### src/rtl/itpd_pkg.sv
// Shared types, constants and helper functions of the decimal text converter.
`default_nettype none

package itpd_pkg;

  // ASCII characters
  localparam logic [7:0] CH_ZERO  = 8'h30;
  localparam logic [7:0] CH_MINUS = 8'h2D;
  localparam logic [7:0] CH_SPACE = 8'h20;

  // Result status codes
  localparam logic [1:0] ST_OK    = 2'd0;
  localparam logic [1:0] ST_WIDTH = 2'd1;
  localparam logic [1:0] ST_FIT   = 2'd2;

  // Register index, word address bit 2
  localparam logic REG_BUFFER_SIZE = 1'b0;
  localparam logic REG_PAD_WIDTH   = 1'b1;

  // Largest usable destination capacity
  localparam logic [6:0] MAX_BUF = 7'd64;

  // Reciprocal of ten scaled by 2^16, exact for dividends below 16384
  localparam logic [12:0] RECIP_TEN = 13'd6554;

  // Command to the digit extraction unit
  typedef struct packed {
    logic start;
    logic load;
  } div_cmd_t;

  // Status from the digit extraction unit
  typedef struct packed {
    logic       done;
    logic       zero;
    logic [3:0] digit;
  } div_status_t;

  // Number of decimal digits in the magnitude 2^(bits-1)
  function automatic int num_digits(input int bits);
    logic [71:0] pw;
    logic [71:0] mag;
    int          n;
    pw  = 72'd1;
    mag = 72'd1 << (bits - 1);
    n   = 0;
    for (int i = 0; i < 24; i++) begin
      if (pw <= mag) begin
        pw = pw * 72'd10;
        n  = n + 1;
      end
    end
    return n;
  endfunction

endpackage

`default_nettype wire

### src/rtl/itpd_div10.sv
// Iterative divide-by-ten unit: one byte of the dividend per cycle.
`default_nettype none

module itpd_div10 #(
  parameter int MAG_W = 33
) (
  input  wire logic                 clk,
  input  wire logic                 rst,
  input  wire itpd_pkg::div_cmd_t   cmd,
  input  wire logic [MAG_W-1:0]     operand,
  output      itpd_pkg::div_status_t st
);

  localparam int CHUNKS = (MAG_W + 7) / 8;
  localparam int PW     = CHUNKS * 8;
  localparam int CW     = $clog2(CHUNKS);

  logic          busy;
  logic          done;
  logic [CW-1:0] cnt;
  logic [PW-1:0] mag;
  logic [3:0]    rem;

  logic [11:0]   dividend;
  logic [24:0]   prod;
  logic [7:0]    quo;
  logic [11:0]   back;
  logic [3:0]    rem_next;

  // Divide the running remainder and the top byte by ten
  always_comb begin
    dividend = {rem, mag[PW-1 -: 8]};
    prod     = 25'(dividend) * 25'(itpd_pkg::RECIP_TEN);
    quo      = prod[23:16];
    back     = 12'(quo) * 12'd10;
    rem_next = 4'(dividend - back);
  end

  // Sequence the byte steps
  always_ff @(posedge clk) begin
    if (rst) begin
      busy <= 1'b0;
      done <= 1'b0;
      cnt  <= '0;
    end else begin
      done <= 1'b0;
      if (cmd.start) begin
        busy <= 1'b1;
        cnt  <= '0;
      end else if (busy) begin
        cnt <= cnt + CW'(1);
        if (cnt == CW'(CHUNKS - 1)) begin
          busy <= 1'b0;
          done <= 1'b1;
        end
      end
    end
  end

  // Rotate quotient bytes in as dividend bytes shift out
  always_ff @(posedge clk) begin
    if (cmd.start) begin
      rem <= 4'd0;
      if (cmd.load) begin
        mag <= PW'(operand);
      end
    end else if (busy) begin
      mag <= {mag[PW-9:0], quo};
      rem <= rem_next;
    end
  end

  assign st.done  = done;
  assign st.zero  = (mag == '0);
  assign st.digit = rem;

endmodule

`default_nettype wire

### src/rtl/int_to_padded_decimal_ascii_top.sv
// Top level of the signed integer to right-justified decimal text converter.
//
// Input channel (in_valid/in_ready, value) takes one signed integer per
// transaction; in_ready is high only while the converter is idle. The
// output channel (out_valid/out_ready) gives one character per transaction,
// most significant first: leading spaces, '-' for a negative value, then
// the digits, with last on the final character. A value that does not fit
// the configured buffer gives one result with out_char zero, a nonzero
// status and last set.
// Digits come from a shared divide-by-ten unit that takes one byte of the
// magnitude per cycle. Characters then leave at one per cycle while the
// receiver takes them.
// Reset returns the sequencer to idle and the registers to buffer_size 15,
// pad_width 8. A stalled receiver holds the output register; the sequencer
// waits for it and loses nothing. The APB port is to be written only while
// idle; the block itself does not enforce it.
`default_nettype none

module int_to_padded_decimal_ascii_top #(
  parameter int VALUE_BITS = 32
) (
  input  wire logic                         clk,
  input  wire logic                         rst,
  input  wire logic                         in_valid,
  output      logic                         in_ready,
  input  wire logic signed [VALUE_BITS-1:0] value,
  output      logic                         out_valid,
  input  wire logic                         out_ready,
  output      logic [7:0]                   out_char,
  output      logic [1:0]                   status,
  output      logic                         last,
  input  wire logic                         psel,
  input  wire logic                         penable,
  input  wire logic                         pwrite,
  input  wire logic [2:0]                   paddr,
  input  wire logic [31:0]                  pwdata,
  output      logic [31:0]                  prdata,
  output      logic                         pready
);

  localparam int MAG_W  = VALUE_BITS + 1;
  localparam int DIGITS = itpd_pkg::num_digits(VALUE_BITS);
  localparam int DCW    = $clog2(DIGITS + 1);
  localparam int IW     = $clog2(DIGITS);

  typedef enum logic [1:0] {
    S_IDLE,
    S_DIV,
    S_EMIT,
    S_ERR
  } state_t;

  state_t                state;
  logic [6:0]            buffer_size;
  logic [5:0]            pad_width;
  logic                  sign_flag;
  logic [DCW-1:0]        digit_count;
  logic [5:0]            emit_index;
  logic [5:0]            total;
  logic [5:0]            pads;
  logic [1:0]            err_code;
  logic [3:0]            digit_store [DIGITS];

  itpd_pkg::div_cmd_t    div_cmd;
  itpd_pkg::div_status_t div_st;

  logic [6:0]            size_clamp;
  logic                  in_sign;
  logic                  width_fail;
  logic [MAG_W-1:0]      in_mag;
  logic                  fit_fail;
  logic [5:0]            text_next;
  logic [5:0]            total_next;
  logic                  slot_free;
  logic [5:0]            digit_idx;
  logic [3:0]            rd_digit;
  logic [7:0]            emit_char;
  logic                  wr_digit;

  // APB register file
  assign pready = 1'b1;

  always_ff @(posedge clk) begin
    if (rst) begin
      buffer_size <= 7'd15;
      pad_width   <= 6'd8;
    end else if (psel && penable && pwrite) begin
      case (paddr[2])
        itpd_pkg::REG_BUFFER_SIZE: buffer_size <= pwdata[6:0];
        itpd_pkg::REG_PAD_WIDTH:   pad_width   <= pwdata[5:0];
        default:                   buffer_size <= buffer_size;
      endcase
    end
  end

  always_comb begin
    case (paddr[2])
      itpd_pkg::REG_BUFFER_SIZE: prdata = {25'd0, buffer_size};
      itpd_pkg::REG_PAD_WIDTH:   prdata = {26'd0, pad_width};
      default:                   prdata = 32'd0;
    endcase
  end

  // Checks, magnitude, character select and divider commands
  always_comb begin
    size_clamp = (buffer_size > itpd_pkg::MAX_BUF) ? itpd_pkg::MAX_BUF : buffer_size;
    in_sign    = value[VALUE_BITS-1];
    width_fail = size_clamp <= ({1'b0, pad_width} + 7'd1 + {6'd0, in_sign});
    in_mag     = in_sign ? (MAG_W'(0) - {in_sign, value}) : {1'b0, value};
    fit_fail   = size_clamp == (7'(digit_count) + 7'd1 + {6'd0, sign_flag});
    text_next  = 6'(digit_count) + 6'd1 + {5'd0, sign_flag};
    total_next = (pad_width > text_next) ? pad_width : text_next;
    slot_free  = !out_valid || out_ready;
    digit_idx  = total - 6'd1 - emit_index;
    rd_digit   = digit_store[digit_idx[IW-1:0]];
    if (emit_index < pads) begin
      emit_char = itpd_pkg::CH_SPACE;
    end else if (sign_flag && (emit_index == pads)) begin
      emit_char = itpd_pkg::CH_MINUS;
    end else begin
      emit_char = itpd_pkg::CH_ZERO + {4'd0, rd_digit};
    end
    wr_digit      = (state == S_DIV) && div_st.done && !fit_fail;
    div_cmd.load  = (state == S_IDLE);
    div_cmd.start = ((state == S_IDLE) && in_valid && !width_fail) ||
                    (wr_digit && !div_st.zero);
  end

  assign in_ready = (state == S_IDLE);

  // Shared divide-by-ten unit
  itpd_div10 #(
    .MAG_W (MAG_W)
  ) u_div (
    .clk     (clk),
    .rst     (rst),
    .cmd     (div_cmd),
    .operand (in_mag),
    .st      (div_st)
  );

  // Store each digit, least significant first
  always_ff @(posedge clk) begin
    if (wr_digit) begin
      digit_store[digit_count[IW-1:0]] <= div_st.digit;
    end
  end

  // Sequencer and output register
  always_ff @(posedge clk) begin
    if (rst) begin
      state       <= S_IDLE;
      sign_flag   <= 1'b0;
      digit_count <= '0;
      emit_index  <= 6'd0;
      total       <= 6'd0;
      pads        <= 6'd0;
      err_code    <= itpd_pkg::ST_OK;
      out_valid   <= 1'b0;
      out_char    <= 8'd0;
      status      <= itpd_pkg::ST_OK;
      last        <= 1'b0;
    end else begin
      // Drop a taken result unless a new one loads below
      if (out_ready && (state != S_EMIT) && (state != S_ERR)) begin
        out_valid <= 1'b0;
      end
      case (state)
        S_IDLE: begin
          if (in_valid) begin
            sign_flag   <= in_sign;
            digit_count <= '0;
            if (width_fail) begin
              err_code <= itpd_pkg::ST_WIDTH;
              state    <= S_ERR;
            end else begin
              state <= S_DIV;
            end
          end
        end
        S_DIV: begin
          if (div_st.done) begin
            if (fit_fail) begin
              err_code <= itpd_pkg::ST_FIT;
              state    <= S_ERR;
            end else begin
              digit_count <= digit_count + DCW'(1);
              if (div_st.zero) begin
                total      <= total_next;
                pads       <= total_next - text_next;
                emit_index <= 6'd0;
                state      <= S_EMIT;
              end
            end
          end
        end
        S_EMIT: begin
          if (slot_free) begin
            out_valid  <= 1'b1;
            out_char   <= emit_char;
            status     <= itpd_pkg::ST_OK;
            last       <= (emit_index == total - 6'd1);
            emit_index <= emit_index + 6'd1;
            if (emit_index == total - 6'd1) begin
              state <= S_IDLE;
            end
          end
        end
        S_ERR: begin
          if (slot_free) begin
            out_valid <= 1'b1;
            out_char  <= 8'd0;
            status    <= err_code;
            last      <= 1'b1;
            state     <= S_IDLE;
          end
        end
        default: state <= S_IDLE;
      endcase
    end
  end

endmodule

`default_nettype wire

### config.mk
export PLATFORM = sky130hd
export DESIGN_NAME = int_to_padded_decimal_ascii_top
export DESIGN_NICKNAME = d
export VERILOG_FILES = /design/src/rtl/itpd_pkg.sv /design/src/rtl/itpd_div10.sv /design/src/rtl/int_to_padded_decimal_ascii_top.sv
export SDC_FILE = /design/constraint.sdc
export NUM_CORES = 1
export LEC_CHECK = 0
export ABC_AREA = 0
export BUFFER_PORTS_ARGS = -buffer_cell sky130_fd_sc_hd__clkbuf_2
export CAP_MARGIN = 20
export CORE_ASPECT_RATIO = 2
export CORE_MARGIN = 4
export CORE_UTILIZATION = 30
export DETAILED_ROUTE_END_ITERATION = 16
export MAX_ROUTING_LAYER = met4
export PLACE_DENSITY = 0.58
export SLEW_MARGIN = 20
export SYNTH_ARGS = -nofsm -noshare
export SYNTH_HDL_FRONTEND = slang
export SYNTH_SLANG_ARGS = --single-unit
export TNS_END_PERCENT = 1
### constraint.sdc
create_clock -name clk -period 4.7 [get_ports clk]
set_input_delay 0.94 -clock clk [delete_from_list [all_inputs] [get_ports clk]]
set_output_delay 0.94 -clock clk [all_outputs]
set_load 0.01 [all_outputs]
# Word level (Yosys, flattened, before mapping)
# Memories as Yosys holds them, arrays and structs flattened.
# Cells that the tools add are included.
[word_totals]
ff_bits = 101
ram_bits = 40
inputBits = 74
memories = 1
[classes]
n_addsub = 15
n_mul = 2
order_cmp = 4
n_eq_ne = 20
muxes = 49
bitwise_logic = 3
reduce_logical = 35
[mem_list]
columns = ["memory", "words", "width", "rd", "rd_ports_with_merged_regs", "wr", "line_no", "source"]
rows = [
  ["digit_store", 10, 4, 1, 0, 1, "int_to_padded_decimal_ascii_top.sv:62", "logic [3:0] digit_store [DIGITS];"],
]
[ops]
columns = ["cell", "n"]
rows = [
  ["40-bit 2-to-1 mux", 3],
  ["32-bit case mux with 2 select lines", 1],
  ["40-bit zero test", 1],
  ["33-bit 2-to-1 mux", 1],
  ["1-bit by 32-bit subtractor with 33-bit output (first input constant)", 1],
  ["6-bit 2-to-1 mux", 5],
  ["2-bit 2-to-1 mux", 13],
  ["12-bit by 12-bit multiplier with 23-bit output (second input constant)", 1],
  ["7-bit 2-to-1 mux", 3],
  ["2-bit != test (second input constant)", 10],
  ["8-bit 2-to-1 mux", 2],
  ["8-bit case mux with 2 select lines", 1],
  ["5-bit by 1-bit adder with 6-bit output", 2],
  ["6-bit equality test", 2],
  ["4-bit 2-to-1 mux", 3],
  ["6-bit case mux with 2 select lines", 1],
  ["1-bit 2-to-1 mux", 11],
  ["4-bit by 1-bit adder with 5-bit output (second input constant)", 2],
  ["1-bit logical AND", 10],
  ["5-bit AND reduction", 2],
  ["8-bit by 3-bit multiplier with 3-bit output (second input constant)", 1],
  ["2-bit case mux with 2 select lines", 2],
  ["2-bit case mux with 4 select lines", 1],
  ["4-bit case mux with 2 select lines", 1],
  ["31 further kinds", 48],
]

# Logic depth before layout (Yosys ltp)
# Gate-level depths: netlist of run 1.
[depth]
ltp_word = 9
mapped_depth = 22
depth_no_buf = 21

# Hierarchy
# From an unflattened synthesis of run 1, not the netlist that was laid out.
[unflattened]
hier_cells = 1012
area_unflattened_um2 = 10471.3
[modules_own_cells]
columns = ["mod", "n_inst", "cells_per_inst", "area_each_um2"]
rows = [
  ["int_to_padded_decimal_ascii_top", 1, 588, 5705.5],
  ["itpd_div10", 1, 424, 4765.8],
]

# Worst setup path before layout of run 1
# Ideal clock, no wire load.
[synth_timing]
path_type = "register to register"
startpoint = "register u_div.mag[34]"
endpoint = "register u_div.rem[3]"
setup_ps = 70
t_arrival_ps = 5085
required_ps = 4630
slack_ps = -455
path_stages_with_launch = 21
path_buffers = 0
synth_period_minus_slack_ps = 5155
cell_sequence = "edfxtp_1 inv_1 ha_1 inv_1 fa_1 inv_1 fa_1 fa_1 inv_1 fa_1 inv_1 ha_1 and3_1 nand3_1 a21oi_1 or3_1 xor2_1 fa_1 xor2_1 xnor3_1 a21oi_1"
[synth_via]
elab_chain_cells = 4
elab_cells_between_ends = 7
cone_classes = "1 x add/sub; 2 x mul; 4 x reduce/logical"
[synth_rtl]
columns = ["element", "line_no", "source"]
rows = [
  ["from (decl)", "itpd_div10.sv:21", "logic [PW-1:0] mag;"],
  ["from (signal assigned)", "itpd_div10.sv:65", "mag <= PW'(operand);"],
  ["from (signal assigned)", "itpd_div10.sv:68", "mag <= {mag[PW-9:0], quo};"],
  ["parallel branches: the longest is 4 deep, another holds 12-bit by 12-bit multiplier with 23-bit output", "-", ""],
  ["to (signal assigned)", "itpd_div10.sv:69", "rem <= rem_next;"],
  ["to (decl)", "itpd_div10.sv:22", "logic [3:0] rem;"],
]
# Several ways; the timed one is not identified.
# A chain may end at the register's enable or synchronous reset.

# Worst setup path after layout of run 1
[layout_timing]
startpoint = "register u_div.mag[35]"
endpoint = "register u_div.rem[3]"
# The elaborated chain is that of the path after synthesis.

==> impl_results.md, run 1 <==
- Status: complete, but fails checks
- Failing checks: negative setup slack
- Die width: 140 um
- Core area: 34400 sq um
- Number of global-route vias before repair: 7802
- Post-DP HPWL: 20200 um
- Max frequency: 195 MHz
- Antenna diode count: 0
- Count leader, synth: inv_1
- CTS tree: built
- Multi-input gate area: 6280 sq um
- Total GRT Usage: 0.135
- Crit path DAT: 5480 ps
- RSZ-0062 raised after global routing: yes
- DP Area: 11600 sq um
- Hold Path Class: reg -> reg
- Clk slew on worst S/H paths: 60 ps
- Reg area: 3580 sq um
- Post-route ant nets: 0
- Final setup viols: 9
- GPL Wtd Cong: 0.871
- Initial Util: 0.303
- Slowest CP cell: edfxtp_1
- Synth warn: 0
- Critical Path Source: u_div.mag[35]
- CTS Buf Count: 17
- Clk_skew: 9.07 ps
- Commonest register cell after synthesis: edfxtp_1
- Clk sinks: 139
- # DRC: 0
- Initial DRC count: 349
- Skew-Pair Late Insertion Delay: 430 ps
- Sequential fraction of the synthesis area: 0.344
- Clk buf depth: 2
- Root buf cell: clkbuf_16
- Post-Layout Cell Count: 1605
- Fin area: 12400 sq um
- Syn_area_per_cell: 10.0 sq um
- RR Endpoint: u_div.rem[3]
- CP bufs+invs: 6
- Min Hold Slack: 451 ps
- RR Startpoint: u_div.mag[35]
- Final Slew Violations: 0
- Layout fillers: 3531
- Critical path's top delay family: adder cells
- CP required: 5050 ps
- Fin crit share: 1.09
- Layout cell share with drive strength beyond 1: 0.187
- Worst setup margin: -438 ps
- Initial antenna violation count: 0
- Slowest stage delay, CP: 490 ps
- Slew HR: 0.330
- Nets: 1392
- DIE AREA: 37900 sq um
- CP dominant cell by count: fa_1
- Synth top area cells: edfxtp_1 23%, ha_1 15%, dfxtp_1 11%
- Post-Place Cells: 1570
- Async S/R FF share, synth: 0
- Reg2reg setup slack: -440 ps
- Layout area overhead: 19.0%
- I/O Pins: 120
- H-tree lvl count: 4
- Mean number of vias per cell: 4.76
- Top cells by count, synth: 133 x inv_1, 127 x ha_1, 80 x edfxtp_1, 77 x nand2_1, 59 x dfxtp_1
- CP Launch Type: flip-flop
- Final WL: 24800 um
- Post-synth EDFFs: 80
- DR vias: 7643
- Crit end category: flip-flop
- FF-to-FF path depth: 21
- Final hold viol count: 0
- Leading area contributor after synthesis: edfxtp_1
- Post-synth cell types: 62
- Largest fanout on the critical path: 4
- Number of max-cap violations: 0
- Die Y: 271 um
- Setup CP Type: reg -> reg
- Synth top area share: 0.231
- Mapped cell area: 10400 sq um
- WHS Path Cells: 2
- Row count: 96
- WHS Endpoint: status[1]
- Hold Startpoint: status[1]
- Port Buffer Count: 64
- Worst-margin pin slew: 992 ps
- CP Cell Sequence: buf_6, inv_1, ha_4, inv_2, fa_1, inv_1, fa_1, fa_1, inv_1, fa_1, inv_2, ha_4, and3_4, nand3_2, a21oi_2, or3_4, xor2_4, fa_2, xor2_1, xnor3_1, a21oi_1
- First-pass GRT wire length: 39500 um
- Pin count of the biggest net entering global routing: 45
- Setup TNS Final: -2170 ps
- Synthesized instance count: 1041
- Routed wire per std cell: 15.4 um
- Grt ovf: 0
- #FFs+latches synth: 139
- Post-layout min period: 5140 ps
- DRT Pass-1 Iters: 6
[through the flow]
stage | util | setup slack (ps)
final | 0.361 | -438
after global routing | 0.361 | -626
after CTS | 0.358 | -446
after detailed placement | 0.337 | -561
after global placement | 0.337 | -406
after floorplan | - | -90.4
[worst max path at each step]
stage	to	cells past startpoint
floorplan	u_div.rem[3]	20
global placement	u_div.rem[2]	18
detailed placement	u_div.rem[2]	18
CTS	u_div.rem[3]	21
global route	u_div.mag[7]	22
finish	u_div.rem[3]	21
[logic make-up after synthesis]
kind of cell               synth area share
and+or+nand+nor                       0.125
buffers and inverters                0.0816
AOI/OAI and AO/OA                     0.102
adders and majority gates             0.229
DFF                                   0.344
xor gates and xnor gates             0.0590
muxes                                0.0578
other                              0.000721
[registers in the layout (all words and copies together) (netlist names), 2 cells and up]
| name | flops |
|---|---|
| buffer_size | 7 |
| u_div.rem | 4 |
| u_div.mag | 40 |
| pad_width | 6 |
| state | 2 |
| digit_count | 4 |
| emit_index | 6 |
| err_code | 2 |
| out_char | 6 |
| status | 2 |
| digit_store | 40 |
| total | 6 |
| u_div.cnt | 3 |
| pads | 6 |
[cell usage in the layout, fill, tap and decap left out, types with 9 or more instances in the layout]
master	instances
nor2_1	51
ha_1	117
nand3_1	18
a21oi_1	39
clkbuf_2	64
mux2i_1	32
xnor2_1	27
nor3_1	15
buf_4	60
inv_1	125
nor2b_1	11
xor2_1	37
dfxtp_1	58
clkbuf_16	21
a21o_1	10
mux2_2	9
and2_1	11
conb_1	28
o31ai_1	10
nor4_1	13
fa_1	39
o21ai_0	48
nand4_1	13
nand2_1	77
edfxtp_1	80
[per-layer routing]
layer / up-vias / global-route usage / part of all wire
met5: - / - / 0
met3: 44 / 0.0169 / 0.026
met2: 137 / 0.271 / 0.60
met4: 0 / 0.0592 / 0.039
met1: 3648 / 0.124 / 0.34
li1: 3814 / - / -
[worst register-to-register path: stages, from the launching register on]
cell and delay (ps):
edfxtp_1 490, buf_6 140, inv_1 50, ha_4 270, inv_2 30, fa_1 470
inv_1 60, fa_1 450, fa_1 490, inv_1 50, fa_1 490, inv_2 50
ha_4 220, and3_4 190, nand3_2 70, a21oi_2 40, or3_4 420, xor2_4 210
fa_2 350, xor2_1 150, xnor3_1 250, a21oi_1 140
[final cells by class]
class                   instances  area share
clock inverters                 9     0.00929
multi-input cells             733       0.507
inverters                     133      0.0403
well taps                     441      0.0445
flip-flops and latches        139       0.289
repair buffers                127      0.0662
clock buffers                  23      0.0438
[repair_timing]
| item | in CTS | in global routing |
|---|---|---|
| hold buffers | 0 | 0 |
| hold endpoints to repair | 0 | 0 |
| pin swaps | 1 | 3 |
| resized for setup | 3 | 13 |
| buffers inserted | 2 | 0 |
| endpoints found under the setup margin | 10 | 10 |
Power of run 1 is left out: the tool's default activity adds up to more than one toggle a clock period on the data nets, which glitch-free logic cannot reach.
==> run 2, diff against run 1 <==
--- a/config.mk
+++ b/config.mk
@@ -14,6 +14,7 @@
 export DETAILED_ROUTE_END_ITERATION = 16
 export MAX_ROUTING_LAYER = met4
 export PLACE_DENSITY = 0.58
+export RECOVER_POWER = 100
 export SLEW_MARGIN = 20
 export SYNTH_ARGS = -nofsm -noshare
 export SYNTH_HDL_FRONTEND = slang
==> impl_results.md, run 2 (synthesis gave the netlist of run 1 again) <==
- CTS tree: built
- Post-DP HPWL: 20200 um
- Worst-margin pin slew: 2030 ps
- DIE AREA: 37900 sq um
- # DRC: 0
- Max frequency: 195 MHz
- CP Cell Sequence: buf_6, inv_1, ha_4, inv_2, fa_1, inv_1, fa_1, fa_1, inv_1, fa_1, inv_2, ha_4, and3_4, nand3_2, a21oi_2, or3_4, xor2_4, fa_2, xor2_1, xnor3_1, a21oi_1
- Failing checks: max-capacitance violations, max-slew violations, negative setup slack
- Fin crit share: 1.09
- Post-route ant nets: 0
- Initial DRC count: 335
- Number of max-cap violations: 1
- Mean number of vias per cell: 4.74
- Hold Startpoint: status[1]
- Initial Util: 0.303
- Final WL: 24800 um
- First-pass GRT wire length: 39500 um
- Setup CP Type: reg -> reg
- Post-layout min period: 5130 ps
- CP bufs+invs: 6
- FF-to-FF path depth: 21
- WHS Path Cells: 2
- Layout cell share with drive strength beyond 1: 0.160
- Crit end category: flip-flop
- CP dominant cell by count: fa_1
- Status: complete, but fails checks
- Most common cell after layout, fill and taps aside: inv_1
- I/O Pins: 120
- Fin util: 0.358
- H-tree lvl count: 4
- Pin count of the biggest net entering global routing: 45
- Final Slew Violations: 45
- Root buf cell: clkbuf_16
- Hold Path Class: reg -> reg
- Die width: 140 um
- Number of global-route vias before repair: 7802
- RSZ-0062 raised after global routing: yes
- DRT Pass-1 Iters: 7
- Reg2reg setup slack: -430 ps
- GPL Wtd Cong: 0.871
- CP required: 5050 ps
- Slowest stage delay, CP: 490 ps
- RR Endpoint: u_div.rem[3]
- Most frequent cells in the layout: 125 x inv_1, 117 x ha_1, 80 x edfxtp_1, 77 x nand2_1, 59 x dfxtp_1
- Clk buf depth: 2
- Core area: 34400 sq um
- Worst setup margin: -430 ps
- Row count: 96
- Nets: 1392
- Largest fanout on the critical path: 4
- Initial antenna violation count: 0
- Crit path DAT: 5480 ps
- Routed wire per std cell: 15.5 um
- RR Startpoint: u_div.mag[35]
- DR vias: 7610
- WHS Endpoint: status[1]
- Final hold viol count: 0
- Slew HR: -0.356
- Clk_skew: 9.12 ps
- Hold buffers post-CTS: 0
- Clk slew on worst S/H paths: 60 ps
- Slowest CP cell: fa_1
- Die Y: 271 um
- Total GRT Usage: 0.135
- Layout area overhead: 18.1%
- Port Buffer Count: 64
- Final setup viols: 9
- Critical path's top delay family: adder cells
- Clk sinks: 139
- CP Launch Type: flip-flop
- CTS Buf Count: 17
- Grt ovf: 0
- Antenna diode count: 0
- Skew-Pair Late Insertion Delay: 430 ps
[run 2: cell count changes in the layout (fill, tap and decap cells not counted), sizes merged]
cell,delta
buf,-10
clkbuf,+10
[run 2: how the worst max path moves through the flow]
stage,to,slack [ps],start,cells after the start
global route,u_div.mag[7],-630,u_div.mag[35],22
finish,u_div.rem[3],-430,u_div.mag[35],21
global placement,u_div.rem[2],-410,u_div.mag[33],18
detailed placement,u_div.rem[2],-560,u_div.mag[33],18
floorplan,u_div.rem[3],-90,u_div.mag[38],20
CTS,u_div.rem[3],-450,u_div.mag[33],21
[run 2: area by class of cell]
class | instances | area, sq um
clock buffer | 23 | 543
clock inverter | 9 | 115
tap | 441 | 552
fill | 3558 | 22100
sequential | 139 | 3580
timing repair buffer | 127 | 746
multi-input combinational | 733 | 6260
inverter | 133 | 499
[run 2: per-layer routing]
metal,track usage,vias to the layer above,part of all wire
li1,-,3808,-
met1,0.124,3611,0.34
met2,0.271,144,0.59
met3,0.0169,47,0.028
met4,0.0592,0,0.039
met5,-,-,0
[run 2: through the flow]
stage          setup slack (ps)  hold slack [ps]  cell area, sq um  instances  TNS (ps)
2_1_floorplan             -90.4              432             10600       1067     -2900
3_3_place_gp               -406              443             11600       1570     -1980
3_5_place_dp               -561              447             11600       1570     -2430
4_1_cts                    -446              455             12300       1604     -2480
5_1_grt                    -626              482             12300       1605     -4620
6_report                   -430              451             12300       1605     -2070
[run 2: repair_timing]
| action | in CTS | in global routing |
|---|---|---|
| resized for setup | 3 | 13 |
| cloned | 0 | 0 |
| endpoints found under the setup margin | 10 | 10 |
| pin swaps | 1 | 3 |
| buffers inserted | 2 | 0 |
[run 2: worst min-delay path, delay by kind of cell, from the launching register on]
family / cells / cell delay (ps)
AO/OA/AOI/OAI: 1 / 50
flip-flops: 1 / 310
AND/OR/NAND/NOR: 1 / 50
Power of run 2 is left out for the same reason.
==> run 3, diff against run 2 <==
--- a/config.mk
+++ b/config.mk
@@ -15,7 +15,8 @@
 export MAX_ROUTING_LAYER = met4
 export PLACE_DENSITY = 0.58
 export RECOVER_POWER = 100
-export SLEW_MARGIN = 20
+export SKIP_CTS_REPAIR_TIMING = 1
+export SLEW_MARGIN = 10
 export SYNTH_ARGS = -nofsm -noshare
 export SYNTH_HDL_FRONTEND = slang
 export SYNTH_SLANG_ARGS = --single-unit
==> impl_results.md, run 3 (synthesis gave the netlist of run 1 again) <==
- Status: complete, but fails checks
- Failing checks: max-capacitance violations, max-slew violations, negative setup slack
- Die width: 140 um
- Nets: 1394
- Routed wire per std cell: 15.5 um
- DR vias: 7624
- Core area: 34400 sq um
- RSZ-0062 raised after global routing: yes
- Reg area: 3580 sq um
- Fin area: 12300 sq um
- Fin crit share: 1.11
- Die Y: 271 um
- Mean number of vias per cell: 4.74
- Post-Layout Cell Count: 1607
- Clk buf depth: 2
- Slew HR: -0.382
- DP Area: 11600 sq um
- Root buf cell: clkbuf_16
- Max frequency: 192 MHz
- # DRC: 0
- Final setup viols: 9
- Total GRT Usage: 0.135
- Most frequent cells in the layout: 122 x inv_1, 115 x ha_1, 80 x edfxtp_1, 77 x nand2_1, 59 x dfxtp_1
- Multi-input gate area: 6260 sq um
- Layout area overhead: 18.3%
- Layout cell share with drive strength beyond 1: 0.166
- FF-to-FF path depth: 19
- H-tree lvl count: 4
- Clk_skew: 9.11 ps
- Row count: 96
- Largest fanout on the critical path: 4
- Initial DRC count: 367
- Final WL: 24900 um
- DRT Pass-1 Iters: 4
- Post-Place Cells: 1570
- First-pass GRT wire length: 39400 um
- Final hold viol count: 0
- CP Launch Type: flip-flop
- I/O Pins: 120
- Clk slew on worst S/H paths: 60 ps
- Initial Util: 0.303
- Worst-margin pin slew: 2070 ps
- Post-DP HPWL: 20200 um
- WHS Path Cells: 2
- DIE AREA: 37900 sq um
- Layout fillers: 3554
- Skew-Pair Late Insertion Delay: 430 ps
- Crit end category: flip-flop
- Worst setup margin: -521 ps
- CP required: 4990 ps
- Antenna diode count: 0
- Port Buffer Count: 64
- Pin count of the biggest net entering global routing: 45
- Grt ovf: 0
- Crit path DAT: 5510 ps
- Initial antenna violation count: 0
- Hold Path Class: reg -> reg
- Number of global-route vias before repair: 7767
- CTS Buf Count: 17
- Post-route ant nets: 0
- Clk sinks: 139
- CTS tree: built
- Number of max-cap violations: 1
- Most common cell after layout, fill and taps aside: inv_1
- GPL Wtd Cong: 0.871
- Setup CP Type: reg -> reg
- Post-layout min period: 5220 ps
- Final Slew Violations: 45
==> run 3: cell count changes in the layout (fill, tap and decap cells not counted), sizes merged <==
cell,change
buf,+3
clkbuf,-1
==> run 3: worst max-delay path: stages, from the launching register on <==
cell and delay, ps:
edfxtp_1 480, buf_4 160, inv_2 40, ha_4 260, inv_2 30, fa_1 490
inv_2 50, fa_1 450, fa_1 490, inv_1 50, fa_1 490, inv_2 50
ha_4 220, and3_4 190, nand3_2 70, a21oi_2 40, or3_4 390, xor2_2 260
fa_2 490, a2111oi_1 400
==> run 3: final cells by class <==
cell class              instances  share of cell area
clock inverters                 9             0.00934
inverters                     133              0.0405
clock buffers                  23              0.0441
multi-input cells             733               0.508
flip-flops and latches        139               0.291
repair buffers                129              0.0621
well taps                     441              0.0448
==> run 3: path summary, 6_finish.rpt <==
kind	startpoint	to	slack, ps
max	u_div.mag[34]	u_div.rem[2]	-520
min	status[1]	status[1]	450
max reg2reg	u_div.mag[34]	u_div.rem[2]	-520
min reg2reg	status[1]	status[1]	450
==> run 3: routing by layer <==
metal	vias to the layer above	global-route usage	routed length (um)
met5	-	-	0
met2	134	0.270	14800
met4	0	0.0592	896
met1	3634	0.124	8570
li1	3808	-	-
met3	48	0.0169	634
==> run 3: per-stage QoR <==
step / setup WS, ps / hold WS [ps] / setup TNS [ps] / utilization
floorplan: -90.4 / 432 / -2900 / -
global placement: -406 / 443 / -1980 / 0.337
detailed placement: -561 / 447 / -2430 / 0.337
CTS: -546 / 455 / -2650 / 0.357
global route: -670 / 482 / -5370 / 0.359
finish: -521 / 452 / -2230 / 0.359
Power of run 3 is left out for the same reason.
